`src/rtl/core/svgpi_pkg.sv`:
```
// ----------------------------------------------------------------------------
// svgpi_pkg
// Shared types, codes and fixed-point helpers of the SVG path command
// interpreter.
// ----------------------------------------------------------------------------
package svgpi_pkg;

  localparam int CoordW   = 32;
  localparam int XW       = CoordW + 3;
  localparam int InDataW  = 6 * CoordW;
  localparam int InUserW  = 5;
  localparam int OutDataW = 4 * CoordW;
  localparam int OutUserW = 4;
  localparam int QDepth   = 4;

  typedef logic signed [CoordW-1:0] coord_t;
  typedef logic signed [XW-1:0]     wide_t;

  typedef struct packed {
    coord_t x;
    coord_t y;
  } pt_t;

  typedef struct packed {
    wide_t x;
    wide_t y;
  } wpt_t;

  typedef enum logic [3:0] {
    OP_REPEAT  = 4'd0,
    OP_MOVE    = 4'd1,
    OP_LINE    = 4'd2,
    OP_HORIZ   = 4'd3,
    OP_VERT    = 4'd4,
    OP_CUBIC   = 4'd5,
    OP_SMOOTH  = 4'd6,
    OP_QUAD    = 4'd7,
    OP_SQUAD   = 4'd8,
    OP_CLOSE   = 4'd9,
    OP_TILDE   = 4'd10,
    OP_BEGIN   = 4'd11,
    OP_UNKNOWN = 4'd12
  } op_t;

  // The active command register holds the repeat code when no command is active.
  localparam op_t NoCmd = OP_REPEAT;

  typedef enum logic [2:0] {
    KIND_NONE  = 3'd0,
    KIND_MOVE  = 3'd1,
    KIND_LINE  = 3'd2,
    KIND_QUAD  = 3'd3,
    KIND_CLOSE = 3'd4
  } kind_t;

  typedef struct packed {
    op_t  op;
    logic rel;
    logic halt;
    logic is_begin;
    logic set_start;
    logic refl;
  } cmd_t;

  typedef struct packed {
    cmd_t cmd;
    pt_t  a;
    pt_t  b;
    pt_t  e;
  } entry_t;

  typedef struct packed {
    logic  cub;
    logic  two;
    logic  halted;
    kind_t k0;
    kind_t k1;
    pt_t   c0;
    pt_t   e0;
    pt_t   e1;
    pt_t   p0;
    pt_t   p1;
    pt_t   p2;
    pt_t   p3;
  } job_t;

  typedef struct packed {
    job_t job;
    wpt_t j;
    wpt_t k;
    wpt_t l;
    wpt_t o;
    wpt_t p;
    wpt_t q;
    wpt_t h1;
    wpt_t h2;
    wpt_t h3;
    wpt_t h4;
  } pipe_t;

  typedef struct packed {
    logic  two;
    logic  halted;
    kind_t k0;
    kind_t k1;
    pt_t   c0;
    pt_t   e0;
    pt_t   c1;
    pt_t   e1;
  } rec_t;

  localparam coord_t CMax = {1'b0, {(CoordW-1){1'b1}}};
  localparam coord_t CMin = {1'b1, {(CoordW-1){1'b0}}};

  function automatic wide_t wext(coord_t v);
    return {{(XW-CoordW){v[CoordW-1]}}, v};
  endfunction

  function automatic coord_t sat(wide_t v);
    if (v > wext(CMax)) begin
      return CMax;
    end else if (v < wext(CMin)) begin
      return CMin;
    end
    return v[CoordW-1:0];
  endfunction

  function automatic wide_t wavg(wide_t a, wide_t b);
    logic [XW:0] s;
    s = {a[XW-1], a} + {b[XW-1], b};
    return s[XW:1];
  endfunction

  function automatic wide_t whalf3(wide_t a, wide_t b);
    logic [XW+1:0] ae;
    logic [XW+1:0] be;
    logic [XW+1:0] s;
    ae = {{2{a[XW-1]}}, a};
    be = {{2{b[XW-1]}}, b};
    s  = (ae << 1) + ae - be;
    return s[XW:1];
  endfunction

  function automatic wpt_t pw(pt_t p);
    wpt_t r;
    r.x = wext(p.x);
    r.y = wext(p.y);
    return r;
  endfunction

  function automatic pt_t padd(pt_t a, pt_t o);
    pt_t r;
    r.x = sat(wext(a.x) + wext(o.x));
    r.y = sat(wext(a.y) + wext(o.y));
    return r;
  endfunction

  function automatic pt_t prefl(pt_t c, pt_t p);
    pt_t r;
    r.x = sat((wext(c.x) <<< 1) - wext(p.x));
    r.y = sat((wext(c.y) <<< 1) - wext(p.y));
    return r;
  endfunction

  function automatic wpt_t pavg(wpt_t a, wpt_t b);
    wpt_t r;
    r.x = wavg(a.x, b.x);
    r.y = wavg(a.y, b.y);
    return r;
  endfunction

  function automatic wpt_t phalf3(wpt_t a, wpt_t b);
    wpt_t r;
    r.x = whalf3(a.x, b.x);
    r.y = whalf3(a.y, b.y);
    return r;
  endfunction

  function automatic pt_t psat(wpt_t a);
    pt_t r;
    r.x = sat(a.x);
    r.y = sat(a.y);
    return r;
  endfunction

endpackage

```
`src/rtl/core/svgpi_fifo.sv`:
```
// ----------------------------------------------------------------------------
// svgpi_fifo
// Short command queue between the front and the execution side.
// ----------------------------------------------------------------------------
module svgpi_fifo #(
  parameter int DEPTH = svgpi_pkg::QDepth
) (
  input  logic              clk,
  input  logic              rst_n,
  input  logic              push,
  input  svgpi_pkg::entry_t wdata,
  output logic              full,
  input  logic              pop,
  output svgpi_pkg::entry_t rdata,
  output logic              empty
);

  localparam int AW = (DEPTH > 1) ? $clog2(DEPTH) : 1;
  localparam int CW = $clog2(DEPTH + 1);

  svgpi_pkg::entry_t mem [DEPTH];
  logic [AW-1:0]     wp_r, wp_nxt;
  logic [AW-1:0]     rp_r, rp_nxt;
  logic [CW-1:0]     cnt_r, cnt_nxt;

  assign full  = (cnt_r == CW'(DEPTH));
  assign empty = (cnt_r == '0);
  assign rdata = mem[rp_r];

  always_comb begin
    wp_nxt  = wp_r;
    rp_nxt  = rp_r;
    cnt_nxt = cnt_r;
    if (push) begin
      wp_nxt = (wp_r == AW'(DEPTH - 1)) ? '0 : wp_r + 1'b1;
    end
    if (pop) begin
      rp_nxt = (rp_r == AW'(DEPTH - 1)) ? '0 : rp_r + 1'b1;
    end
    if (push && !pop) begin
      cnt_nxt = cnt_r + 1'b1;
    end else if (pop && !push) begin
      cnt_nxt = cnt_r - 1'b1;
    end
  end

  always_ff @(posedge clk) begin
    if (!rst_n) begin
      wp_r  <= '0;
      rp_r  <= '0;
      cnt_r <= '0;
    end else begin
      wp_r  <= wp_nxt;
      rp_r  <= rp_nxt;
      cnt_r <= cnt_nxt;
    end
  end

  always_ff @(posedge clk) begin
    if (push) begin
      mem[wp_r] <= wdata;
    end
  end

endmodule

```
`config.mk`:
```
export PLATFORM = sky130hd
export DESIGN_NAME = svgpi_fifo
export DESIGN_NICKNAME = d
export VERILOG_FILES = /design/src/rtl/core/svgpi_pkg.sv /design/src/rtl/core/svgpi_fifo.sv
export SDC_FILE = /design/constraint.sdc
export NUM_CORES = 1
export LEC_CHECK = 0
export BUFFER_PORTS_ARGS = -buffer_cell sky130_fd_sc_hd__buf_2
export CAP_MARGIN = 40
export CORE_MARGIN = 3
export CORE_UTILIZATION = 41
export DETAILED_ROUTE_END_ITERATION = 10
export GPL_TIMING_DRIVEN = 0
export PLACE_DENSITY = 0.65
export SETUP_SLACK_MARGIN = 0.05
export SYNTH_ARGS = -nofsm -noshare
export SYNTH_HDL_FRONTEND = slang
export SYNTH_SLANG_ARGS = --single-unit
```
`constraint.sdc`:
```
create_clock -name clk -period 16.04 [get_ports clk]
set_clock_uncertainty 0.1 [all_clocks]
set_input_delay 0.802 -clock clk [delete_from_list [all_inputs] [get_ports clk]]
set_output_delay 0.802 -clock clk [all_outputs]
set_load 0.05 [all_outputs]
```
==> results of run 1 <==
power groups by stage:
stage / logic (mW) / registers (mW) / clock network, mW
floorplan: 0.452 / 2.51 / 0
global placement: 0.621 / 2.53 / 0
detailed placement: 0.643 / 2.50 / 0
CTS: 0.644 / 2.46 / 1.82
global route: 0.667 / 2.46 / 1.90
finish: 0.631 / 2.46 / 1.76
stage by stage:
stage	power (mW)	cells	utilization
final	4.85	2631	0.501
after global routing	5.03	2621	0.501
after detailed placement	3.14	2469	0.466
after CTS	4.92	2619	0.501
after floorplan	2.96	1094	-
after global placement	3.15	2451	0.459
path summary, 6_finish.rpt:
path	startpoint	end	slack, ns
setup / recovery	flop	rdata[34]	12.79
hold / removal	wdata[65]	mem[1][65]$_DFFE_PP_	0.29
setup reg to reg	wp_r[0]$_SDFFE_PN0P_	mem[3][185]$_DFFE_PP_	13.77
hold reg to reg	cnt_r[2]$_SDFFE_PN0P_	cnt_r[2]$_SDFFE_PN0P_	0.43
layout make-up:
| class | instances | area, um^2 |
|---|---|---|
| fillers | 5765 | 35700 |
| well taps | 950 | 1190 |
| clock inverters | 43 | 287 |
| flip-flops and latches | 813 | 24300 |
| repair buffers | 425 | 2470 |
| multi-input cells | 232 | 4800 |
| plain buffers | 45 | 546 |
| clock buffers | 107 | 2230 |
| diodes | 12 | 30.0 |
| inverters | 4 | 15.0 |
state kept, by name (all words and copies together), names as in the netlist, named ones only:
signal,cells
mem,804
rp_r,2
cnt_r,3
wp_r,2
kinds of logic (layout without fill, tap and decap cells):
kind of cell             Yosys count  count (layout)  synth area share
flip-flops                       813             813             0.820
multiplexers                     205             205             0.154
buffers and inverters             49             624            0.0189
AND/OR/NAND/NOR                   15              15           0.00304
adder cells (fa/ha/maj)            7               7           0.00320
AO/OA/AOI/OAI                      3               3          0.000675
XOR/XNOR                           2               2          0.000590
other                              0              12                 0
placed cells by master, fill, tap and decap left out, types with 2 or more instances in the layout:
cell type / synthesis / final
sky130_fd_sc_hd__buf_16: 0 / 12
sky130_fd_sc_hd__nor2b_1: 5 / 5
sky130_fd_sc_hd__clkbuf_16: 0 / 86
sky130_fd_sc_hd__clkbuf_1: 3 / 24
sky130_fd_sc_hd__inv_16: 0 / 3
sky130_fd_sc_hd__clkinv_2: 0 / 14
sky130_fd_sc_hd__clkinv_1: 0 / 18
sky130_fd_sc_hd__buf_6: 1 / 2
sky130_fd_sc_hd__inv_1: 4 / 4
sky130_fd_sc_hd__inv_6: 0 / 4
sky130_fd_sc_hd__diode_2: 0 / 12
sky130_fd_sc_hd__and2_4: 0 / 4
sky130_fd_sc_hd__buf_12: 21 / 25
sky130_fd_sc_hd__mux2i_1: 4 / 4
sky130_fd_sc_hd__mux4_2: 201 / 201
sky130_fd_sc_hd__edfxtp_1: 804 / 804
sky130_fd_sc_hd__nor3_1: 2 / 2
sky130_fd_sc_hd__dfxtp_1: 9 / 9
sky130_fd_sc_hd__clkinvlp_4: 0 / 2
sky130_fd_sc_hd__ha_1: 6 / 6
sky130_fd_sc_hd__buf_2: 19 / 426
worst max-delay path, delay by kind of cell (launching register included):
kind | cells | cell delay [ns]
mux | 1 | 0.38
flops | 1 | 0.36
buf+inv | 4 | 0.99
routing by layer:
metal | up-vias | routed length [um] | share of wire
met3 | 111 | 5260 | 0.090
li1 | 5812 | - | -
met4 | 8 | 1540 | 0.026
met5 | - | 51 | 0.00087
met1 | 6905 | 22500 | 0.38
met2 | 382 | 29300 | 0.50
==> implementation parameters, run 1 <==
Parameter                              Value

Status
  Result of the run ... complete, no violations

Yosys
  Share of synthesized flip-flops with an asynchronous set or reset ... 0
  Most common library cells after synthesis ... sky130_fd_sc_hd__edfxtp_1, sky130_fd_sc_hd__mux4_2, sky130_fd_sc_hd__buf_12
  Synthesized netlist cell count ... 1094
  Syn avg cell area ... 27.1 um^2
  Distinct cell type count of the synthesized netlist ... 23
  Proportion of synthesized chip area in sequential cells ... 0.820
  Post-synthesis instance area ... 0.0297 mm^2
  Yosys reg bits ... 813
  Post-synth EDFFs ... 804
  Synthesized net count ... 1306
  Most repeated cell in the gate-level netlist after synthesis ... sky130_fd_sc_hd__edfxtp_1
  Synthesis warning total ... 0
  Top cells by area in the synthesized netlist ... sky130_fd_sc_hd__edfxtp_1, sky130_fd_sc_hd__mux4_2, sky130_fd_sc_hd__buf_12
  Predominant post-synthesis flop cell ... sky130_fd_sc_hd__edfxtp_1
  Top cell type's share of synthesized area ... 0.814
  Largest area contributor in the netlist ... sky130_fd_sc_hd__edfxtp_1

Power
  VDD IR-drop max ... 0.0972 mV
  Pwr/cell area ... 135 mW/mm^2
  Combinational power share ... 0.130
  Clock power frac ... 0.364
  Sw frac ... 0.253
  Cell internal pwr ... 3.62 mW
  Static Leakage ... 12.0 nW
  Proportion of power drawn by flip-flops and latches ... 0.506
  Net switching power figure ... 1.23 mW

Global route
  Met1 GRT Util ... 0.191
  Via count of the first global-routing pass ... 13973
  Final global-route overflow total ... 0
  Overall fraction of global-route tracks in use ... 0.155
  Met2 Resource Use GR ... 0.253
  Pin count of the biggest net entering global routing ... 51
  GR met3 Demand/Resource ... 0.0579
  Antenna violations before repair ... 15
  Peak-usage layer in the global routing report ... met2
  Wire length of the first global-routing pass ... 87.2 mm

Die
  Initial Utilization ... 0.414
  Ports ... 408
  Placement row count ... 98
  Overall die height ... 275 um
  Die outline width ... 275 um
  Die Area ... 0.0756 mm^2
  Placeable core area ... 0.0716 mm^2

Placement
  Buffers added on ports ... 407
  Area after detailed placement ... 0.0333 mm^2
  Post-detailed-placement half-perimeter wirelength ... 37.9 mm
  Routability-driven placement congestion ratio ... 0.713
  Worst slack, placed ... 13.32 ns

Min path
  Class of the tightest hold or removal check ... input pin to flop
  Count of cells along the worst hold path ... 1

Worst setup path
  Arrival time worst endpoint ... 2.35 ns
  Maximum fanout along the worst path ... 10
  Critical path start-end classification ... flop to output pin
  Type of destination of the critical path ... output pin
  Data required time at the worst endpoint ... 15.14 ns
  Worst-path cell with the longest stage delay ... sky130_fd_sc_hd__mux4_2
  Most common cell on crit path ... sky130_fd_sc_hd__buf_2
  Sort of element at the start of the critical path ... flop
  Largest stage delay on the critical path ... 0.38 ns
  Worst r2r path cells ... 4
  Cell breakdown of the critical path ... clkbuf_1 > buf_6 > buf_2 > mux4_2 > buf_2

Cells and area
  Summed area of non-filler cells in the final layout ... 0.0359 mm^2
  Number of nets in the finished design ... 1818
  Synthesis-to-layout area growth ... 21.0%
  Fraction of final layout cells sized beyond drive strength 1 ... 0.469

Timing
  Hold violation total from the final report ... 0
  Maximum clock frequency ... 308 MHz
  RSZ-0062 raised after global routing ... false
  Number of setup violations in the final report ... 0
  Final Critical Period ... 3.25 ns
  Final-report max-slew violation count ... 0
  Total negative slack for setup checks ... 0 ns
  Period utilisation layout ... 0.202
  Post-route worst hold slack ... 0.293 ns
  Worst Tran Pin Value ... 0.642 ns
  Relative slew slack ... 0.572
  Final setup margin ... 12.79 ns

Clock tree
  Clk buf depth ... 3
  Clock transition at the registers of the reported paths ... 0.06 ns
  Maximum level of the CTS H-tree ... 3
  Hold-fix buffer count after cts ... 0
  Later-pin clock latency in the skew report ... 0.61 ns
  Num Clock Sinks ... 813
  Total CTS buffers ... 85
  Buffers inserted during post-CTS setup optimization ... 0
  Count of instances resized after the clock tree is built ... 0
  TritonCTS clock tree ... built
  Master cell of the clock root buffer ... sky130_fd_sc_hd__clkbuf_16

Route
  Initial drt markers ... 794
  Iteration count of the initial detailed-routing pass ... 5
  Post-DRT Antenna Nets ... 0
  Total wire length ... 58.7 mm
  Vias per inst ... 5.02
  Post-detailed-route wirelength per cell ... 22.3 um
  Total DRC errors in the routed layout ... 0
  Vias ... 13218

Job
  Max cap viols ... 0
Note: power is estimated with default switching activity, not from simulation.
==> run 2: changes to the inputs <==
--- a/config.mk
+++ b/config.mk
@@ -5,6 +5,7 @@
 export SDC_FILE = /design/constraint.sdc
 export NUM_CORES = 1
 export LEC_CHECK = 0
+export ABC_AREA = 1
 export BUFFER_PORTS_ARGS = -buffer_cell sky130_fd_sc_hd__buf_2
 export CAP_MARGIN = 40
 export CORE_MARGIN = 3
==> constraint.sdc (replaced) <==
create_clock -name clk -period 3.4 [get_ports clk]
set_clock_uncertainty 0.1 [all_clocks]
set_input_delay 0.17 -clock clk [delete_from_list [all_inputs] [get_ports clk]]
set_output_delay 0.17 -clock clk [all_outputs]
set_load 0.05 [all_outputs]
==> implementation parameters, run 2 <==
Parameter                              Value

Status
  Result of the run ... complete, no violations (unchanged)

Global route
  Via count of the first global-routing pass ... 20452 (was 13973)
  Wire length of the first global-routing pass ... 124 mm (was 87.2 mm)
  Antenna violations before repair ... 17 (was 15)
  Overall fraction of global-route tracks in use ... 0.210 (was 0.155)
  Pin count of the biggest net entering global routing ... 33 (was 51)
  Final global-route overflow total ... 0 (unchanged)

Min path
  Startpoint of the tightest hold check path ... wdata[19] (was wdata[65])
  Class of the tightest hold or removal check ... input pin to flop (unchanged)
  Hold Path End ... mem[3][19]$_DFFE_PP_ (was mem[1][65]$_DFFE_PP_)
  Count of cells along the worst hold path ... 2 (was 1)

Worst setup path
  Data required time at the worst endpoint ... 3.13 ns (was 15.14 ns)
  Worst r2r path cells ... 6 (was 4)
  Sort of element at the start of the critical path ... flop (unchanged)
  Reg-to-Reg End ... mem[3][47]$_DFFE_PP_ (was mem[3][185]$_DFFE_PP_)
  Worst Path Buf+Inv ... 3 (was 4)
  Cell breakdown of the critical path ... buf_4 > clkbuf_1 > o21ai_0 > o22ai_1 > buf_2 (was clkbuf_1 > buf_6 > buf_2 > mux4_2 > buf_2)
  Largest stage delay on the critical path ... 0.43 ns (was 0.38 ns)
  Arrival time worst endpoint ... 2.53 ns (was 2.35 ns)
  Type of destination of the critical path ... output pin (unchanged)
  Setup slack on the worst flop-to-flop path ... 1.04 ns (was 13.77 ns)
  Worst-path cell with the longest stage delay ... sky130_fd_sc_hd__clkbuf_1 (was sky130_fd_sc_hd__mux4_2)
  Critical path start-end classification ... flop to output pin (unchanged)
  Maximum fanout along the worst path ... 10 (unchanged)
  Total stage count of the critical path ... 5 (unchanged)
  Source of the worst register-to-register timing path ... wp_r[0]$_SDFFE_PN0P_ (unchanged)
  Crit-path leading delay family ... buffers and inverters (unchanged)

Job
  Max cap viols ... 0 (unchanged)

Placement
  Worst slack, placed ... 1.02 ns (was 13.32 ns)
  Post-detailed-placement half-perimeter wirelength ... 52.7 mm (was 37.9 mm)
  Routability-driven placement congestion ratio ... 0.791 (was 0.713)
  Area after detailed placement ... 0.0341 mm^2 (was 0.0333 mm^2)
  Buffers added on ports ... 407 (unchanged)

Yosys
  Top cells by area in the synthesized netlist ... sky130_fd_sc_hd__edfxtp_1, sky130_fd_sc_hd__o21ai_0, sky130_fd_sc_hd__nor2_1 (was sky130_fd_sc_hd__edfxtp_1, sky130_fd_sc_hd__mux4_2, sky130_fd_sc_hd__buf_12)
  Most repeated cell in the gate-level netlist after synthesis ... sky130_fd_sc_hd__edfxtp_1 (unchanged)
  Synthesis warning total ... 0 (unchanged)
  Post-synth EDFFs ... 804 (unchanged)
  Distinct cell type count of the synthesized netlist ... 23 (unchanged)
  Predominant post-synthesis flop cell ... sky130_fd_sc_hd__edfxtp_1 (unchanged)
  Largest area contributor in the netlist ... sky130_fd_sc_hd__edfxtp_1 (unchanged)
  Proportion of synthesized chip area in sequential cells ... 0.804 (was 0.820)
  Syn avg cell area ... 15.1 um^2 (was 27.1 um^2)
  Yosys reg bits ... 813 (unchanged)
  Synthesized net count ... 2215 (was 1306)
  Most common library cells after synthesis ... sky130_fd_sc_hd__edfxtp_1, sky130_fd_sc_hd__nor2_1, sky130_fd_sc_hd__o21ai_0 (was sky130_fd_sc_hd__edfxtp_1, sky130_fd_sc_hd__mux4_2, sky130_fd_sc_hd__buf_12)
  Synthesized netlist cell count ... 2003 (was 1094)
  Post-synthesis instance area ... 0.0303 mm^2 (was 0.0297 mm^2)
  Top cell type's share of synthesized area ... 0.798 (was 0.814)
  Share of synthesized flip-flops with an asynchronous set or reset ... 0 (unchanged)

Power
  Net switching power figure ... 6.60 mW (was 1.23 mW)
  Sw frac ... 0.274 (was 0.253)
  Cell internal pwr ... 17.5 mW (was 3.62 mW)
  VDD IR-drop max ... 0.441 mV (was 0.0972 mV)
  Combinational power share ... 0.155 (was 0.130)
  Clock power frac ... 0.365 (was 0.364)
  Pwr/cell area ... 620 mW/mm^2 (was 135 mW/mm^2)
  Proportion of power drawn by flip-flops and latches ... 0.480 (was 0.506)
  Static Leakage ... 13.7 nW (was 12.0 nW)

Timing
  Final setup margin ... 0.596 ns (was 12.79 ns)
  Total negative slack for setup checks ... 0 ns (unchanged)
  Worst Tran Pin Value ... 0.620 ns (was 0.642 ns)
  Period utilisation layout ... 0.825
  Maximum clock frequency ... 357 MHz
  Number of setup violations in the final report ... 0 (unchanged)
  Final Critical Period ... 2.80 ns
  Hold violation total from the final report ... 0 (unchanged)
  Final-report max-slew violation count ... 0 (unchanged)
  Relative slew slack ... 0.586 (was 0.572)
  RSZ-0062 raised after global routing ... false (unchanged)

Cells and area
  Fraction of final layout cells sized beyond drive strength 1 ... 0.243 (was 0.469)
  Most common cell after layout, fill and taps aside ... sky130_fd_sc_hd__edfxtp_1 (unchanged)
  Max FFs per register ... 804 (unchanged)
  Filler Cell Count ... 5793 (was 5765)
  Number of nets in the finished design ... 2941 (was 1818)
  Top library cells by usage in the layout, fill and taps aside ... sky130_fd_sc_hd__edfxtp_1, sky130_fd_sc_hd__buf_2, sky130_fd_sc_hd__nor2_1, sky130_fd_sc_hd__o21ai_0, sky130_fd_sc_hd__dlygate4sd3_1 (was sky130_fd_sc_hd__edfxtp_1, sky130_fd_sc_hd__buf_2, sky130_fd_sc_hd__mux4_2, sky130_fd_sc_hd__clkbuf_16, sky130_fd_sc_hd__buf_12)
  Summed area of non-filler cells in the final layout ... 0.0388 mm^2 (was 0.0359 mm^2)
  Synthesis-to-layout area growth ... 28.4% (was 21.0%)
  Top reg by flops ... mem (unchanged)
  Largest registers ... mem (804), cnt_r (3) (unchanged)

Die
  Die outline width ... 278 um (was 275 um)
  Placement row count ... 98 (unchanged)
  Ports ... 408 (unchanged)
  Placeable core area ... 0.0723 mm^2 (was 0.0716 mm^2)
  Overall die height ... 278 um (was 275 um)
  Initial Utilization ... 0.418 (was 0.414)
  Die Area ... 0.0771 mm^2 (was 0.0756 mm^2)

Clock tree
  Clock transition at the registers of the reported paths ... 0.06 ns (about the same)
  Master cell of the clock root buffer ... sky130_fd_sc_hd__clkbuf_16 (unchanged)
  Num Clock Sinks ... 813 (unchanged)
  Count of instances resized after the clock tree is built ... 0 (unchanged)
  Later-pin clock latency in the skew report ... 0.61 ns (about the same)
  Total CTS buffers ... 84 (was 85)
  Maximum level of the CTS H-tree ... 3 (unchanged)
  TritonCTS clock tree ... built (unchanged)
  Clk buf depth ... 3 (unchanged)

Route
  Total wire length ... 82.2 mm (was 58.7 mm)
  Post-DRT Antenna Nets ... 0 (unchanged)
  Post-detailed-route wirelength per cell ... 21.9 um (was 22.3 um)
  Total DRC errors in the routed layout ... 0 (unchanged)
  Initial drt markers ... 1862 (was 794)
  Vias per inst ... 5.36 (was 5.02)
  Iteration count of the initial detailed-routing pass ... 5 (unchanged)
  Vias ... 20117 (was 13218)
## run 2: cell types whose count changed in the layout (fill, tap and decap cells not counted), moves of 42 or more
cell / before / now
sky130_fd_sc_hd__nor2_1: 1 / 410
sky130_fd_sc_hd__o21ai_0: 1 / 363
sky130_fd_sc_hd__dlygate4sd3_1: 0 / 204
sky130_fd_sc_hd__mux4_2: 201 / 0
sky130_fd_sc_hd__o22ai_1: 0 / 191
sky130_fd_sc_hd__o21ai_1: 0 / 42
## run 2: stage by stage
stage / hold WS, ns / std cells / util / power (mW)
after floorplan: 0.169 / 2003 / - / 14.1
after global placement: 0.278 / 3360 / 0.463 / 15.3
after detailed placement: 0.286 / 3389 / 0.472 / 15.3
after CTS: 0.139 / 3743 / 0.537 / 24.3
after global routing: 0.170 / 3753 / 0.537 / 25.0
final: 0.196 / 3756 / 0.537 / 24.1
## run 2: power groups by stage
| stage | Clock [mW] | Combinational, mW | Sequential, mW |
|---|---|---|---|
| floorplan | 0 | 2.30 | 11.8 |
| global placement | 0 | 3.41 | 11.9 |
| detailed placement | 0 | 3.55 | 11.8 |
| CTS | 8.98 | 3.76 | 11.6 |
| global route | 9.42 | 3.96 | 11.6 |
| finish | 8.80 | 3.74 | 11.6 |
## run 2: kinds of logic after synthesis
family	share of synthesized area
fa+ha+maj	0.00314
flops	0.804
buf+inv	0.0288
compound gates	0.111
simple gates	0.0529
xor+xnor	0.000289
## run 2: worst max-delay path by stage
stage,start,end,slack (ns)
detailed placement,wp_r[0]$_SDFFE_PN0P_,mem[3][76]$_DFFE_PP_,1.02
floorplan,wp_r[0]$_SDFFE_PN0P_,mem[0][0]$_DFFE_PP_,-0.70
finish,flop,rdata[148],0.60
CTS,flop,rdata[148],0.54
global placement,wp_r[0]$_SDFFE_PN0P_,mem[3][76]$_DFFE_PP_,-3.51
global route,flop,rdata[106],0.43
## run 2: timing repair
item,in CTS,in global routing
endpoints found under the hold margin,813,0
hold buffers,204,0
setup buffers,0,0
## run 2: cell type report
type | instances | area (um^2) | area share
diodes | 13 | 32.5 | 0.000837
flip-flops and latches | 813 | 24300 | 0.626
inverters | 16 | 77.6 | 0.00200
well taps | 950 | 1190 | 0.0306
multi-input cells | 1041 | 5080 | 0.131
plain buffers | 133 | 808 | 0.0208
clock buffers | 105 | 2200 | 0.0567
repair buffers | 640 | 4680 | 0.121
clock inverters | 45 | 449 | 0.0116
## run 2: routing by layer
metal / GRT usage / vias to the layer above / routed length [um]
met5: 0 / - / 30
met4: 0.0915 / 6 / 3060
met3: 0.0373 / 173 / 5290
met2: 0.347 / 783 / 40900
met1: 0.274 / 10056 / 33000
li1: - / 9099 / -
