`config.mk`:
```
export PLATFORM = sky130hd
export DESIGN_NAME = svgpi_front
export DESIGN_NICKNAME = d
export VERILOG_FILES = /design/src/rtl/core/svgpi_pkg.sv /design/src/rtl/core/svgpi_front.sv
export SDC_FILE = /design/constraint.sdc
export NUM_CORES = 1
export LEC_CHECK = 0
export BUFFER_PORTS_ARGS = -buffer_cell sky130_fd_sc_hd__buf_4
export CORE_AREA = 2 2 159 161
export DETAILED_ROUTE_END_ITERATION = 16
export DIE_AREA = 0 0 161 163
export SETUP_SLACK_MARGIN = 0.05
export SYNTH_ARGS = -nofsm -noshare
export SYNTH_HDL_FRONTEND = slang
export SYNTH_SLANG_ARGS = --single-unit
```
`constraint.sdc`:
```
create_clock -name clk -period 2.3 [get_ports clk]
set_clock_uncertainty 0.2 [all_clocks]
set_input_delay 0.23 -clock clk [delete_from_list [all_inputs] [get_ports clk]]
set_output_delay 0.23 -clock clk [all_outputs]
set_load 0.02 [all_outputs]
```
`src/rtl/core/svgpi_pkg.sv`:
```
// ----------------------------------------------------------------------------
// svgpi_pkg
// Shared types, codes and fixed-point helpers of the SVG path command
// interpreter.
// ----------------------------------------------------------------------------
package svgpi_pkg;

  localparam int CoordW   = 32;
  localparam int XW       = CoordW + 3;
  localparam int InDataW  = 6 * CoordW;
  localparam int InUserW  = 5;
  localparam int OutDataW = 4 * CoordW;
  localparam int OutUserW = 4;
  localparam int QDepth   = 4;

  typedef logic signed [CoordW-1:0] coord_t;
  typedef logic signed [XW-1:0]     wide_t;

  typedef struct packed {
    coord_t x;
    coord_t y;
  } pt_t;

  typedef struct packed {
    wide_t x;
    wide_t y;
  } wpt_t;

  typedef enum logic [3:0] {
    OP_REPEAT  = 4'd0,
    OP_MOVE    = 4'd1,
    OP_LINE    = 4'd2,
    OP_HORIZ   = 4'd3,
    OP_VERT    = 4'd4,
    OP_CUBIC   = 4'd5,
    OP_SMOOTH  = 4'd6,
    OP_QUAD    = 4'd7,
    OP_SQUAD   = 4'd8,
    OP_CLOSE   = 4'd9,
    OP_TILDE   = 4'd10,
    OP_BEGIN   = 4'd11,
    OP_UNKNOWN = 4'd12
  } op_t;

  // The active command register holds the repeat code when no command is active.
  localparam op_t NoCmd = OP_REPEAT;

  typedef enum logic [2:0] {
    KIND_NONE  = 3'd0,
    KIND_MOVE  = 3'd1,
    KIND_LINE  = 3'd2,
    KIND_QUAD  = 3'd3,
    KIND_CLOSE = 3'd4
  } kind_t;

  typedef struct packed {
    op_t  op;
    logic rel;
    logic halt;
    logic is_begin;
    logic set_start;
    logic refl;
  } cmd_t;

  typedef struct packed {
    cmd_t cmd;
    pt_t  a;
    pt_t  b;
    pt_t  e;
  } entry_t;

  typedef struct packed {
    logic  cub;
    logic  two;
    logic  halted;
    kind_t k0;
    kind_t k1;
    pt_t   c0;
    pt_t   e0;
    pt_t   e1;
    pt_t   p0;
    pt_t   p1;
    pt_t   p2;
    pt_t   p3;
  } job_t;

  typedef struct packed {
    job_t job;
    wpt_t j;
    wpt_t k;
    wpt_t l;
    wpt_t o;
    wpt_t p;
    wpt_t q;
    wpt_t h1;
    wpt_t h2;
    wpt_t h3;
    wpt_t h4;
  } pipe_t;

  typedef struct packed {
    logic  two;
    logic  halted;
    kind_t k0;
    kind_t k1;
    pt_t   c0;
    pt_t   e0;
    pt_t   c1;
    pt_t   e1;
  } rec_t;

  localparam coord_t CMax = {1'b0, {(CoordW-1){1'b1}}};
  localparam coord_t CMin = {1'b1, {(CoordW-1){1'b0}}};

  function automatic wide_t wext(coord_t v);
    return {{(XW-CoordW){v[CoordW-1]}}, v};
  endfunction

  function automatic coord_t sat(wide_t v);
    if (v > wext(CMax)) begin
      return CMax;
    end else if (v < wext(CMin)) begin
      return CMin;
    end
    return v[CoordW-1:0];
  endfunction

  function automatic wide_t wavg(wide_t a, wide_t b);
    logic [XW:0] s;
    s = {a[XW-1], a} + {b[XW-1], b};
    return s[XW:1];
  endfunction

  function automatic wide_t whalf3(wide_t a, wide_t b);
    logic [XW+1:0] ae;
    logic [XW+1:0] be;
    logic [XW+1:0] s;
    ae = {{2{a[XW-1]}}, a};
    be = {{2{b[XW-1]}}, b};
    s  = (ae << 1) + ae - be;
    return s[XW:1];
  endfunction

  function automatic wpt_t pw(pt_t p);
    wpt_t r;
    r.x = wext(p.x);
    r.y = wext(p.y);
    return r;
  endfunction

  function automatic pt_t padd(pt_t a, pt_t o);
    pt_t r;
    r.x = sat(wext(a.x) + wext(o.x));
    r.y = sat(wext(a.y) + wext(o.y));
    return r;
  endfunction

  function automatic pt_t prefl(pt_t c, pt_t p);
    pt_t r;
    r.x = sat((wext(c.x) <<< 1) - wext(p.x));
    r.y = sat((wext(c.y) <<< 1) - wext(p.y));
    return r;
  endfunction

  function automatic wpt_t pavg(wpt_t a, wpt_t b);
    wpt_t r;
    r.x = wavg(a.x, b.x);
    r.y = wavg(a.y, b.y);
    return r;
  endfunction

  function automatic wpt_t phalf3(wpt_t a, wpt_t b);
    wpt_t r;
    r.x = whalf3(a.x, b.x);
    r.y = whalf3(a.y, b.y);
    return r;
  endfunction

  function automatic pt_t psat(wpt_t a);
    pt_t r;
    r.x = sat(a.x);
    r.y = sat(a.y);
    return r;
  endfunction

endpackage

```
`src/rtl/core/svgpi_front.sv`:
```
// ----------------------------------------------------------------------------
// svgpi_front
// Accepts command requests, resolves repeats and the halt condition, and
// tags each command for the execution side.
// ----------------------------------------------------------------------------
module svgpi_front (
  input  logic                              clk,
  input  logic                              rst_n,
  input  logic                              in_tvalid,
  output logic                              in_tready,
  input  logic [svgpi_pkg::InDataW-1:0]     in_tdata,
  input  logic [svgpi_pkg::InUserW-1:0]     in_tuser,
  output logic                              push,
  output svgpi_pkg::entry_t                 push_data,
  input  logic                              full
);

  svgpi_pkg::op_t active_r, active_nxt;
  svgpi_pkg::op_t prior_r, prior_nxt;
  logic           rel_mode_r, rel_mode_nxt;
  logic           stopped_r, stopped_nxt;

  logic           acc;
  logic [3:0]     op_in;
  logic           rel_in;
  svgpi_pkg::cmd_t cmd;
  svgpi_pkg::op_t new_act;

  localparam int W = svgpi_pkg::CoordW;

  assign op_in     = in_tuser[3:0];
  assign rel_in    = in_tuser[4];
  assign in_tready = !full;
  assign acc       = in_tvalid && in_tready;
  assign push      = acc;

  always_comb begin
    cmd           = '0;
    cmd.op        = svgpi_pkg::op_t'(op_in);
    cmd.rel       = rel_in;
    active_nxt    = active_r;
    prior_nxt     = prior_r;
    rel_mode_nxt  = rel_mode_r;
    stopped_nxt   = stopped_r;
    new_act       = active_r;
    if (op_in == svgpi_pkg::OP_BEGIN) begin
      cmd.is_begin = 1'b1;
      active_nxt   = svgpi_pkg::NoCmd;
      prior_nxt    = svgpi_pkg::NoCmd;
      rel_mode_nxt = 1'b0;
      stopped_nxt  = 1'b0;
    end else begin
      if (stopped_r) begin
        cmd.halt = 1'b1;
      end else if (op_in == svgpi_pkg::OP_REPEAT) begin
        if (active_r == svgpi_pkg::NoCmd) begin
          cmd.halt = 1'b1;
        end else begin
          cmd.op  = active_r;
          cmd.rel = rel_mode_r;
        end
      end else if (op_in >= svgpi_pkg::OP_UNKNOWN) begin
        cmd.halt = 1'b1;
      end else begin
        rel_mode_nxt = rel_in;
      end
      stopped_nxt = stopped_r || cmd.halt;
      if (!cmd.halt) begin
        case (cmd.op) inside
          svgpi_pkg::OP_MOVE, svgpi_pkg::OP_LINE: new_act = svgpi_pkg::OP_LINE;
          svgpi_pkg::OP_CLOSE:                    new_act = svgpi_pkg::NoCmd;
          default:                                new_act = cmd.op;
        endcase
        active_nxt    = new_act;
        prior_nxt     = new_act;
        cmd.set_start = (prior_r == svgpi_pkg::NoCmd);
        cmd.refl      = ((cmd.op == svgpi_pkg::OP_SMOOTH) &&
                         ((prior_r == svgpi_pkg::OP_CUBIC) ||
                          (prior_r == svgpi_pkg::OP_SMOOTH))) ||
                        ((cmd.op == svgpi_pkg::OP_SQUAD) &&
                         ((prior_r == svgpi_pkg::OP_QUAD) ||
                          (prior_r == svgpi_pkg::OP_SQUAD)));
      end
    end
  end

  always_comb begin
    push_data     = '0;
    push_data.cmd = cmd;
    push_data.a.x = in_tdata[W-1:0];
    push_data.a.y = in_tdata[2*W-1:W];
    push_data.b.x = in_tdata[3*W-1:2*W];
    push_data.b.y = in_tdata[4*W-1:3*W];
    push_data.e.x = in_tdata[5*W-1:4*W];
    push_data.e.y = in_tdata[6*W-1:5*W];
  end

  always_ff @(posedge clk) begin
    if (!rst_n) begin
      active_r   <= svgpi_pkg::NoCmd;
      prior_r    <= svgpi_pkg::NoCmd;
      rel_mode_r <= 1'b0;
      stopped_r  <= 1'b0;
    end else if (acc) begin
      active_r   <= active_nxt;
      prior_r    <= prior_nxt;
      rel_mode_r <= rel_mode_nxt;
      stopped_r  <= stopped_nxt;
    end
  end

endmodule

```
==> results.md, run 1 <==
- Vias/cell: 2.33
- Congestion Overflow GR: 0
- Post-synthesis adder-cell area fraction: 0%
- Detailed Place HPWL: 5.78 mm
- Maximum VDD drop: 0.152 mV
- I/O pin count: 404
- Fraction of layout cells with a size suffix above 1: 39.0%
- Largest family of logic cells by synthesized area: buffers and inverters
- Synth area leaders: buf_4 70%, dfxtp_1 5.8%, inv_1 1.6%
- Critical path's slowest cell: dfxtp_1
- Register area share after synthesis: 5.80%
- Starting Density: around 8.4%
- Status: finished clean
- CP cell instances: xor2_1, nand2_1, nor4_1, o2111a_1, buf_4
- CTS clk-pin slew, worst paths: 0.03 ns
- CTS sink count: 6
- Final period util: 90.9%
- RePlAce Congestion: 0.745
- Vias in the first global route: ~1100
- Initial DRC count: 23
- Synthesized area: around 2100 sq um
- Setup violations, final: 0
- Syn Area/Cell: 7.53 sq um
- Worst Path Arrival: 1.66 ns
- Post-Synth Simple-Gate Area: a little over a tenth
- Final hold violation count: 0
- Clk root buf: clkbuf_16
- Final ANT Viol Nets: 0
- Die area: 26200 sq um
- Pins Over Slew Limit: 0
- Core area: 24700 sq um
- Post-synthesis compound-gate area fraction: 7.98%
- First-pass GRT wire length: 8.40 mm
- Total of max-cap violations: 0
- Syn_nets: 476
- Worst rel slew slack: 72.5%
- Cells after DPL: 426
- Largest net degree at the start of global routing: 13
- Family with the most delay on the worst path: flip-flops
- # H-tree levels: 1
- WL final: 6.87 mm
- Synth Area in XOR/XNOR: less than 1%
- Worst Path Buf+Inv: 1
- Synth unique cells: 40
- Min-Delay Path Class: input port to flop
- Synthesized instance count: 275
- Cell area after layout: 1230 sq um
- Hold buffer count at CTS: 0
- CP max FO: 7
- Worst-Margin Slew: 0.408 ns
- Synth warn: 0
- Finished Layout Cells: between 400 and 500
- Power per standard cell area: about 440 nW/um^2
- Post-Place Cell Area: 1130 sq um
- CTS Buffer Depth: 2
- Max incr delay on CP: 0.52 ns
- Worst skew pair latency: 0.23 ns
- Leading area contributor after synthesis: buf_4
- Total CTS buffers: 3
- Tot GR Track Use: 4.88%
- Top-area cell type share of the netlist area: between 70% and 80%
- Final core occ: 4.98%
- Die Y: 163 microns
- Multiplexer share of the synthesized area: 1.03%
- Critical Path Source Type: flop
- Drt drc: 0
- N_diodes: 0
- NumNets Final: between 300 and 400
- Initial antenna violation count: 1
- Crit path time final: 2.09 ns
- Routed vias: 1001
- Area growth, synth to finish: -40.6%
- CTS tree: yes
- Die width: 161 microns
- Number of iterations in the first detailed-routing pass: 4
- # rows: 58
- IO buf count: 19
- WL/cell: approximately 16 microns
- CP endpoint kind: output port
- FF+latch count, synth: 6
- RSZ-0062 raised after global routing: no
- WS Path Type: flop to output port
- Leak: between 0.0003 and 0.0004 uW
- Req. time, crit path: 1.87 ns
- Hold Slack: 0.0655 ns
- Fmax: around 480 MHz
- Setup TNS: 0 ns
==> metal layers <==
layer  track usage, %  vias to the layer above  wire length, microns
met5                0                        -                     0
li1                 -                      331                     -
met2             6.52                      183                  2760
met3             4.63                      111                  1490
met1             3.16                      376                  1610
met4             7.51                        0                  1020
==> power by group <==
| part | switching (uW) | total, uW | internal [uW] |
|---|---|---|---|
| Combinational | 76.2 | 133 | 57.1 |
| Sequential | 11.8 | 122 | 110 |
| Clock | 61.4 | 285 | 223 |
| Total | 149 | 540 | 391 |
==> synth_stat cells <==
cell type	count
o2111a_1	1
and2b_2	1
a31oi_1	4
a32oi_1	1
nor3b_1	1
mux2_2	1
o311ai_0	1
nand4b_1	1
nor2_1	9
nor4_4	1
o21ai_0	3
a211oi_2	1
nor2_2	1
dfxtp_1	6
a21oi_1	4
a211o_1	1
mux2i_1	1
nor4_1	1
nand3_1	2
inv_1	9
nand3_2	1
nor2b_1	2
xor2_1	1
nand2_1	6
and3_1	1
and2_2	2
buf_6	3
a31o_2	1
nor3_2	1
buf_4	194
a41o_1	1
o21a_1	1
o41ai_1	1
buf_2	1
a21boi_2	1
clkbuf_2	1
nand3b_1	2
o2111ai_1	1
and3_4	1
nor3_1	3
==> cell type report <==
| type | instances | area, sq um |
|---|---|---|
| fill | 2945 | 23400 |
| clock buffer | 3 | 75.1 |
| sequential | 6 | 121 |
| timing repair buffer | 21 | 158 |
| multi-input combinational | 61 | 428 |
| inverter | 9 | 33.8 |
| tap | 330 | 413 |
==> sequential cells by signal (all words and copies together) (netlist names) <==
register    count
stopped_r       1
rel_mode_r      1
prior_r         4
==> worst paths after layout <==
check,endpoint,startpoint,slack [ns],depth (start not counted)
hold / removal,stopped_r,rst_n,0.07,3
setup / recovery,push_data[192],prior_r[0],0.21,5
hold reg to reg,rel_mode_r,rel_mode_r,0.29,2
setup reg to reg,prior_r[3],prior_r[3],0.61,5
==> per-stage QoR <==
stage	setup slack (ns)	power, uW
finish	0.209	540
global route	0.116	565
CTS	0.149	542
detailed placement	0.385	256
global placement	0.385	255
floorplan	0.455	695
==> layout by cell type, fill, tap and decap left out, types with 2 or more instances in the layout <==
cell       count
dfxtp_1        5
clkbuf_16      3
nor3_1         2
a21oi_1        4
nor2_1         9
nor2b_1        2
and2_2         2
a31oi_1        4
nand3b_1       2
inv_1          9
o21ai_0        3
buf_4         21
nor3_2         2
nand2_1        6
nand3_1        2
==> logic make-up after synthesis <==
family,Yosys count
AO/OA/AOI/OAI,22
buffers and inverters,208
XOR/XNOR,1
AND/OR/NAND/NOR,36
multiplexers,2
flip-flops,6
==> worst register-to-register path, stage by stage (launching register included) <==
cell	delay, ns
dfxtp_1	0.38
nor4_4	0.35
nand3_2	0.17
and3_4	0.23
o311ai_0	0.11
a21oi_1	0.11
==> timing repair <==
action / in CTS / in global routing
setup endpoints to repair: 0 / 1
hold endpoints to repair: 0 / 0
gates resized for setup: 0 / 3
buffers inserted: 0 / 1
No activity file was read; power rests on OpenSTA's default activity.
==> run 2, diff against run 1 <==
Settings changed: ABC_AREA set to 1, BUFFER_PORTS_ARGS -buffer_cell sky130_fd_sc_hd__buf_4 to unset, CORE_AREA 2 2 159 161 to 2 2 157 159, DIE_AREA 0 0 161 163 to 0 0 159 161, DONT_BUFFER_PORTS set to 1.
==> run 2 against run 1 <==
Against the previous run:
- critical path depth grew 2
- combinational power down 17%
- final cell count decreased by 0.93%
- clock power is essentially flat
- via count down 9.4%
- utilization decreased by 0.25 points
- global-route usage grew 0.055 points
- setup slack gained 0.016 ns
- final area shrank 7.7%
- fmax up 0.76%
- critical endpoint unchanged
- largest cell class unchanged
- highest routed layer unchanged
==> results.md, run 2 <==
- Count leader, synth: buf_4 (unchanged)
- Vias/cell: 2.13 (was 2.33)
- Syn_nets: 486 (was 476)
- Worst rel slew slack: 67.6% (was 72.5%)
- RePlAce Congestion: 0.757 (was 0.745)
- Post-Synth Simple-Gate Area: 15.9% (was 10.6%)
- Detailed Place HPWL: 5.68 mm (was 5.78 mm)
- Register area share after synthesis: 5.89% (was 5.80%)
- Final ANT Viol Nets: 0 (unchanged)
- First-pass GRT wire length: 8.36 mm (was 8.40 mm)
- Initial antenna violation count: 0 (was 1)
- Drt drc: 0 (unchanged)
- Final period util: 90.2% (was 90.9%)
- FF+latch count, synth: 6 (unchanged)
- Synth unique cells: 25 (was 40)
- Core area: 24000 sq um (was 24700 sq um)
- Max incr delay on CP: 0.34 ns (was 0.52 ns)
- Critical Path Source Type: flop (unchanged)
- NumNets Final: 305 (was 303)
- Maximum VDD drop: 0.192 mV (was 0.152 mV)
- Power per standard cell area: 449 nW/um^2 (was 440 nW/um^2)
- CTS sink count: 6 (unchanged)
- Worst skew pair latency: 0.23 ns (about the same)
- Biggest regs: prior_r: 4 flops, rel_mode_r: 1 flops, stopped_r: 1 flops (unchanged)
- CP endpoint kind: output port (unchanged)
- Die width: 159 microns (was 161 microns)
- Synthesized area: 2040 sq um (was 2070 sq um)
- Leading area contributor after synthesis: buf_4 (unchanged)
- Initial DRC count: 62 (was 23)
- WL/cell: 15.7 microns (was 16.0 microns)
- Clk root buf: clkbuf_16 (unchanged)
- Area growth, synth to finish: -44.5% (was -40.6%)
- Number of flip-flops in the largest register: 4 (unchanged)
- CTS Buffer Depth: 2 (unchanged)
- I/O pin count: 404 (unchanged)
- Total of max-cap violations: 0 (unchanged)
- Hold Crit Start: in_tuser[1] (was rst_n)
- Top reg by flops: prior_r (unchanged)
- Starting Density: 8.52% (was 8.39%)
- Leak: 0.000374 uW (was 0.000375 uW)
- Final hold violation count: 0 (unchanged)
- Final core occ: 4.73% (was 4.98%)
- Die area: 25600 sq um (was 26200 sq um)
- # H-tree levels: 1 (unchanged)
- Post-synthesis compound-gate area fraction: 4.23% (was 7.98%)
- Post-Place Cell Area: 1030 sq um (was 1130 sq um)
- IO buf count: 0 (was 19)
- Worst Path Arrival: 1.65 ns (was 1.66 ns)
- Most frequent cells in the layout: 18 x nand2_1, 16 x nor2_1, 12 x inv_1 (was 21 x buf_4, 9 x nor2_1, 9 x inv_1)
- Total CTS buffers: 3 (unchanged)
- Fmax: 482 MHz (was 478 MHz)
- Setup TNS: 0 ns (unchanged)
- Top-area cell type share of the netlist area: 70.6% (was 70.4%)
- CP cell instances: inv_4, nand2_1, o21ai_4, nand2_2, nand3b_1, a21oi_2, buf_4 (was xor2_1, nand2_1, nor4_1, o2111a_1, buf_4)
- Finished Layout Cells: 426 (was 430)
- CTS clk-pin slew, worst paths: 0.03 ns (about the same)
- Reg-to-reg startpoint: stopped_r (was prior_r[3])
- Cell area after layout: 1130 sq um (was 1230 sq um)
- Synth warn: 0 (unchanged)
- Setup violations, final: 0 (unchanged)
- Share of async-settable or async-resettable flops after synthesis: 0% (unchanged)
- Synth area leaders: buf_4 71%, dfxtp_1 5.9%, nand2_1 3.3% (was buf_4 70%, dfxtp_1 5.8%, inv_1 1.6%)
- WL final: 6.67 mm (was 6.87 mm)
- Worst-Margin Slew: 0.484 ns (was 0.408 ns)
- Crit path time final: 2.08 ns (was 2.09 ns)
- Routed vias: 907 (was 1001)
- CTS tree: yes (unchanged)
- Post-synthesis adder-cell area fraction: 0% (unchanged)
- Critical path's slowest cell: dfxtp_1 (unchanged)
- Post-synth EDFFs: 0 (unchanged)
- Status: finished clean (unchanged)
- Req. time, crit path: 1.87 ns (about the same)
- Syn Area/Cell: 7.16 sq um (was 7.53 sq um)
- Largest family of logic cells by synthesized area: buffers and inverters (unchanged)
- WS Path Type: flop to output port (unchanged)
- Vias in the first global route: 1044 (was 1089)
- Synthesized instance count: 285 (was 275)
- RSZ-0062 raised after global routing: no (unchanged)
- Post-CTS Setup Bufs: 0 (unchanged)
- Critical path origin: stopped_r (was prior_r[0])
- Most common flop cell mapped by yosys: dfxtp_1 (unchanged)
- Multiplexer share of the synthesized area: 0.490% (was 1.03%)
- Congestion Overflow GR: 0 (unchanged)
- Largest net degree at the start of global routing: 9 (was 13)
- Pins Over Slew Limit: 0 (unchanged)
- Fraction of layout cells with a size suffix above 1: 29.4% (was 39.0%)
- Commonest cells in the synthesized netlist: 192 x buf_4, 18 x nand2_1, 16 x nor2_1 (was 194 x buf_4, 9 x inv_1, 9 x nor2_1)
- Min-Delay Path Class: input port to flop (unchanged)
- R2R Setup Slk: 0.71 ns (was 0.61 ns)
- Synth Area in XOR/XNOR: 0% (was 0.423%)
- # rows: 57 (was 58)
- Most common cell after layout, fill and taps aside: nand2_1 (was buf_4)
- Tot GR Track Use: 4.94% (was 4.88%)
- Die Y: 161 microns (was 163 microns)
- Number of iterations in the first detailed-routing pass: 4 (unchanged)
- Total power: 509 uW (was 540 uW)
- CP max FO: 8 (was 7)
- Cells after DPL: 421 (was 426)
- N_diodes: 0 (unchanged)
run 2: where the power goes:
group | total (uW) | switching [uW] | internal [uW]
Clock | 282 | 58.9 | 223
Sequential | 116 | 5.51 | 110
Combinational | 111 | 77.6 | 33.2
Total | 509 | 142 | 367
run 2: per-stage QoR:
stage | hold WS [ns] | worst slack [ns]
6_report | 0.0373 | 0.225
5_1_grt | 0.0614 | 0.128
4_1_cts | 0.0344 | 0.0658
3_5_place_dp | 0.164 | 0.330
3_3_place_gp | 0.156 | 0.328
2_1_floorplan | 0.150 | 0.500
run 2: kinds of logic after synthesis:
logic type | Yosys count
flops | 6
simple gates | 62
buf+inv | 207
mux | 1
compound gates | 9
run 2: area by class of cell:
type                    count  area [sq um]
fillers                  2890         22800
well taps                 324           405
clock buffers               3          75.1
flip-flops and latches      6           120
repair buffers              6          50.0
inverters                  15          58.8
multi-input cells          72           424
run 2: routing by layer:
layer / GRT usage (%) / wire length [microns]
met5: 0 / 0
met3: 6.27 / 1850
met4: 6.12 / 739
met2: 7.37 / 2960
met1: 2.18 / 1120
run 2: worst paths after layout:
path / endpoint / depth (start not counted)
worst max-delay path: push_data[192] / 7
worst min register to register: rel_mode_r / 2
worst min-delay path: prior_r[1] / 4
worst max register to register: prior_r[0] / 9
run 2: repair_timing:
| item | 4_1_cts | 5_1_grt |
|---|---|---|
| endpoints found under the setup margin | 0 | 1 |
| hold buffers | 2 | 0 |
| resized for setup | 0 | 1 |
| hold endpoints to repair | 6 | 0 |
run 2: critical path, delay by kind of cell, from the launching register on:
| kind | cells | cell delay [ns] |
|---|---|---|
| DFF | 1 | 0.34 |
| buffers and inverters | 2 | 0.29 |
| AOI/OAI and AO/OA | 2 | 0.43 |
| and+or+nand+nor | 3 | 0.35 |
==> run 3, diff against run 2 <==
==> constraint.sdc (replaced) <==
create_clock -name clk -period 1.7 [get_ports clk]
set_clock_uncertainty 0.2 [all_clocks]
set_input_delay 0.34 -clock clk [delete_from_list [all_inputs] [get_ports clk]]
set_output_delay 0.34 -clock clk [all_outputs]
set_load 0.02 [all_outputs]
==> run 3 against run 2 <==
Against the previous run:
- the flow now finishes with violations (negative setup slack)
- sequential share of layout area decreased by 2.3 points
- via count increased by 17%
- final area increased by 35%
- critical path depth unchanged
- sequential power increased by 36%
- die area unchanged
- critical path type unchanged
- largest power group unchanged
==> results.md, run 3 (synthesis results as in run 2) <==
- RR Endpoint: prior_r[3] (was prior_r[0])
- Die width: 159 microns (unchanged)
- RSZ-0062 raised after global routing: yes (was no)
- RePlAce Congestion: 0.659 (was 0.757)
- Hold path endpoint: prior_r[3] (was prior_r[1])
- Final worst slack: -0.289 ns (was 0.225 ns)
- Number of iterations in the first detailed-routing pass: 4 (unchanged)
- Flop pwr share: 19.3% (was 22.8%)
- Final hold violation count: 0 (unchanged)
- Critical Path Source Type: flop (unchanged)
- Worst rel slew slack: 82.1% (was 67.6%)
- First-pass GRT wire length: 9.49 mm (was 8.36 mm)
- WS Path Type: flop to output port (unchanged)
- Biggest regs: prior_r: 4 flops, rel_mode_r: 1 flops, stopped_r: 1 flops (unchanged)
- Crit path time final: 1.99 ns
- Die Y: 161 microns (unchanged)
- Fmax: 503 MHz
- Top reg by flops: prior_r (unchanged)
- Final period util: 117%
- NumNets Final: 334 (was 305)
- Detailed Place HPWL: 6.13 mm (was 5.68 mm)
- IO buf count: 0 (unchanged)
- P_int: 584 uW (was 367 uW)
- Number of flip-flops in the largest register: 4 (unchanged)
- Routed vias: 1064 (was 907)
- Area growth, synth to finish: -25.1% (was -44.5%)
- Pins Over Slew Limit: 0 (unchanged)
- CP max FO: 5 (was 8)
- CTS Buffer Depth: 2 (unchanged)
- Min-Delay Path Class: input port to flop (unchanged)
- Congestion Overflow GR: 0 (unchanged)
- Req. time, crit path: 1.16 ns (was 1.87 ns)
- Initial antenna violation count: 0 (unchanged)
- Total of max-cap violations: 0 (unchanged)
- Worst Path Arrival: 1.45 ns (was 1.65 ns)
- Switching part of the total: 28.6% (was 27.9%)
- I/O pin count: 404 (unchanged)
- Final core occ: 6.38% (was 4.73%)
- Vias in the first global route: 1240 (was 1044)
- CTS sink count: 6 (unchanged)
- Worst skew pair latency: 0.23 ns (about the same)
- Starting Density: 8.52% (unchanged)
- Power per standard cell area: 535 nW/um^2 (was 449 nW/um^2)
- # rows: 57 (unchanged)
- Sw Pwr: 234 uW (was 142 uW)
- Setup violations, final: 7 (was 0)
- Final ANT Viol Nets: 0 (unchanged)
- CTS tree: yes (unchanged)
- # H-tree levels: 1 (unchanged)
- Initial DRC count: 35 (was 62)
- Clk network pwr share: 47.3% (was 55.4%)
- Die area: 25600 sq um (unchanged)
- Worst-Margin Slew: 0.269 ns (was 0.484 ns)
- Reg2reg path depth: 11 (was 9)
- WL final: 7.34 mm (was 6.67 mm)
- Maximum VDD drop: 0.217 mV (was 0.192 mV)
- WL/cell: 16.1 microns (was 15.7 microns)
- Most common cell after layout, fill and taps aside: buf_4 (was nand2_1)
- Vias/cell: 2.34 (was 2.13)
- N_diodes: 0 (unchanged)
- Leak: 0.000571 uW (was 0.000374 uW)
- Reg-to-reg startpoint: stopped_r (unchanged)
- Status: finished, violations left (was finished clean)
- Fraction of layout cells with a size suffix above 1: 62.6% (was 29.4%)
- Most frequent cells in the layout: 23 x buf_4, 14 x nand2_1, 11 x nor2_1 (was 18 x nand2_1, 16 x nor2_1, 12 x inv_1)
- Failing checks: negative setup slack
- R2R Setup Slk: 0.10 ns (was 0.71 ns)
- Clk root buf: clkbuf_16 (unchanged)
- Hold Crit Start: rst_n (was in_tuser[1])
- Tot GR Track Use: 5.46% (was 4.94%)
- Largest net degree at the start of global routing: 8 (was 9)
- CP endpoint kind: output port (unchanged)
- Combinational share of power: 33.4% (was 21.8%)
- Hold Path Depth: 2 (was 4)
- Fill count: 2857 (was 2890)
- Setup TNS: -0.831 ns (was 0 ns)
- CTS clk-pin slew, worst paths: 0.04 ns (was 0.03 ns)
- Total CTS buffers: 3 (unchanged)
- Core area: 24000 sq um (unchanged)
- Drt drc: 0 (unchanged)
## run 3: area by class of cell
| cell class | instances | area (sq um) | share of cell area [%] |
|---|---|---|---|
| Inverter | 15 | 63.8 | 4.18 |
| Multi-Input combinational cell | 72 | 532 | 34.8 |
| Sequential cell | 6 | 126 | 8.27 |
| Clock buffer | 3 | 75.1 | 4.91 |
| Tap cell | 324 | 405 | 26.5 |
| Timing Repair Buffer | 35 | 325 | 21.3 |
## run 3: power by group through the flow
stage               Sequential, uW  Clock (uW)  Combinational [uW]
floorplan                      157           0                 775
detailed placement             156           0                 228
global route                   158         403                 296
finish                         158         387                 274
global placement               156           0                 229
CTS                            157         391                 267
## run 3: worst max-delay path: stages, from the launching register on
cell and delay (ns):
dfxtp_2 0.35, inv_4 0.07, nand2_2 0.07, nor2_2 0.04, nor2_4 0.13, nand2_2 0.08, nand3b_1 0.21, a21oi_4 0.26
## run 3: worst max path at each step
| stage | start | to | slack [ns] | cells past startpoint |
|---|---|---|---|---|
| after global routing | stopped_r | push_data[192] | -0.34 | 7 |
| after detailed placement | in_tuser[0] | push_data[196] | -0.14 | 8 |
| after CTS | prior_r[2] | push_data[192] | -0.31 | 7 |
| after global placement | in_tuser[0] | push_data[196] | -0.15 | 8 |
| final | stopped_r | push_data[192] | -0.29 | 7 |
| after floorplan | in_tuser[0] | push_data[192] | -0.17 | 5 |
## run 3: timing repair
| action | CTS | global route |
|---|---|---|
| setup endpoints to repair | 8 | 11 |
| resized for setup | 34 | 10 |
| endpoints found under the hold margin | 0 | 0 |
| pin swaps | 14 | 8 |
| setup buffers | 6 | 0 |
| hold buffers | 0 | 0 |
## run 3: through the flow
step | setup WS (ns) | instance area [sq um] | hold WS [ns] | std cells | power [uW]
after floorplan | -0.167 | 2050 | 0.237 | 285 | 932
after global placement | -0.150 | 1260 | 0.249 | 446 | 385
after detailed placement | -0.139 | 1260 | 0.255 | 446 | 384
after CTS | -0.308 | 1480 | 0.0282 | 455 | 815
after global routing | -0.345 | 1530 | 0.0405 | 455 | 858
final | -0.289 | 1530 | 0.0290 | 455 | 818
## run 3: layer usage
layer / up-vias / global-route usage (%) / wire length, microns / share of wire (%)
li1: 375 / - / - / -
met1: 406 / 2.46 / 1200 / 16
met2: 190 / 8.99 / 3540 / 48
met3: 93 / 6.11 / 1780 / 24
met4: 0 / 6.16 / 816 / 11
met5: - / 0 / 0 / 0
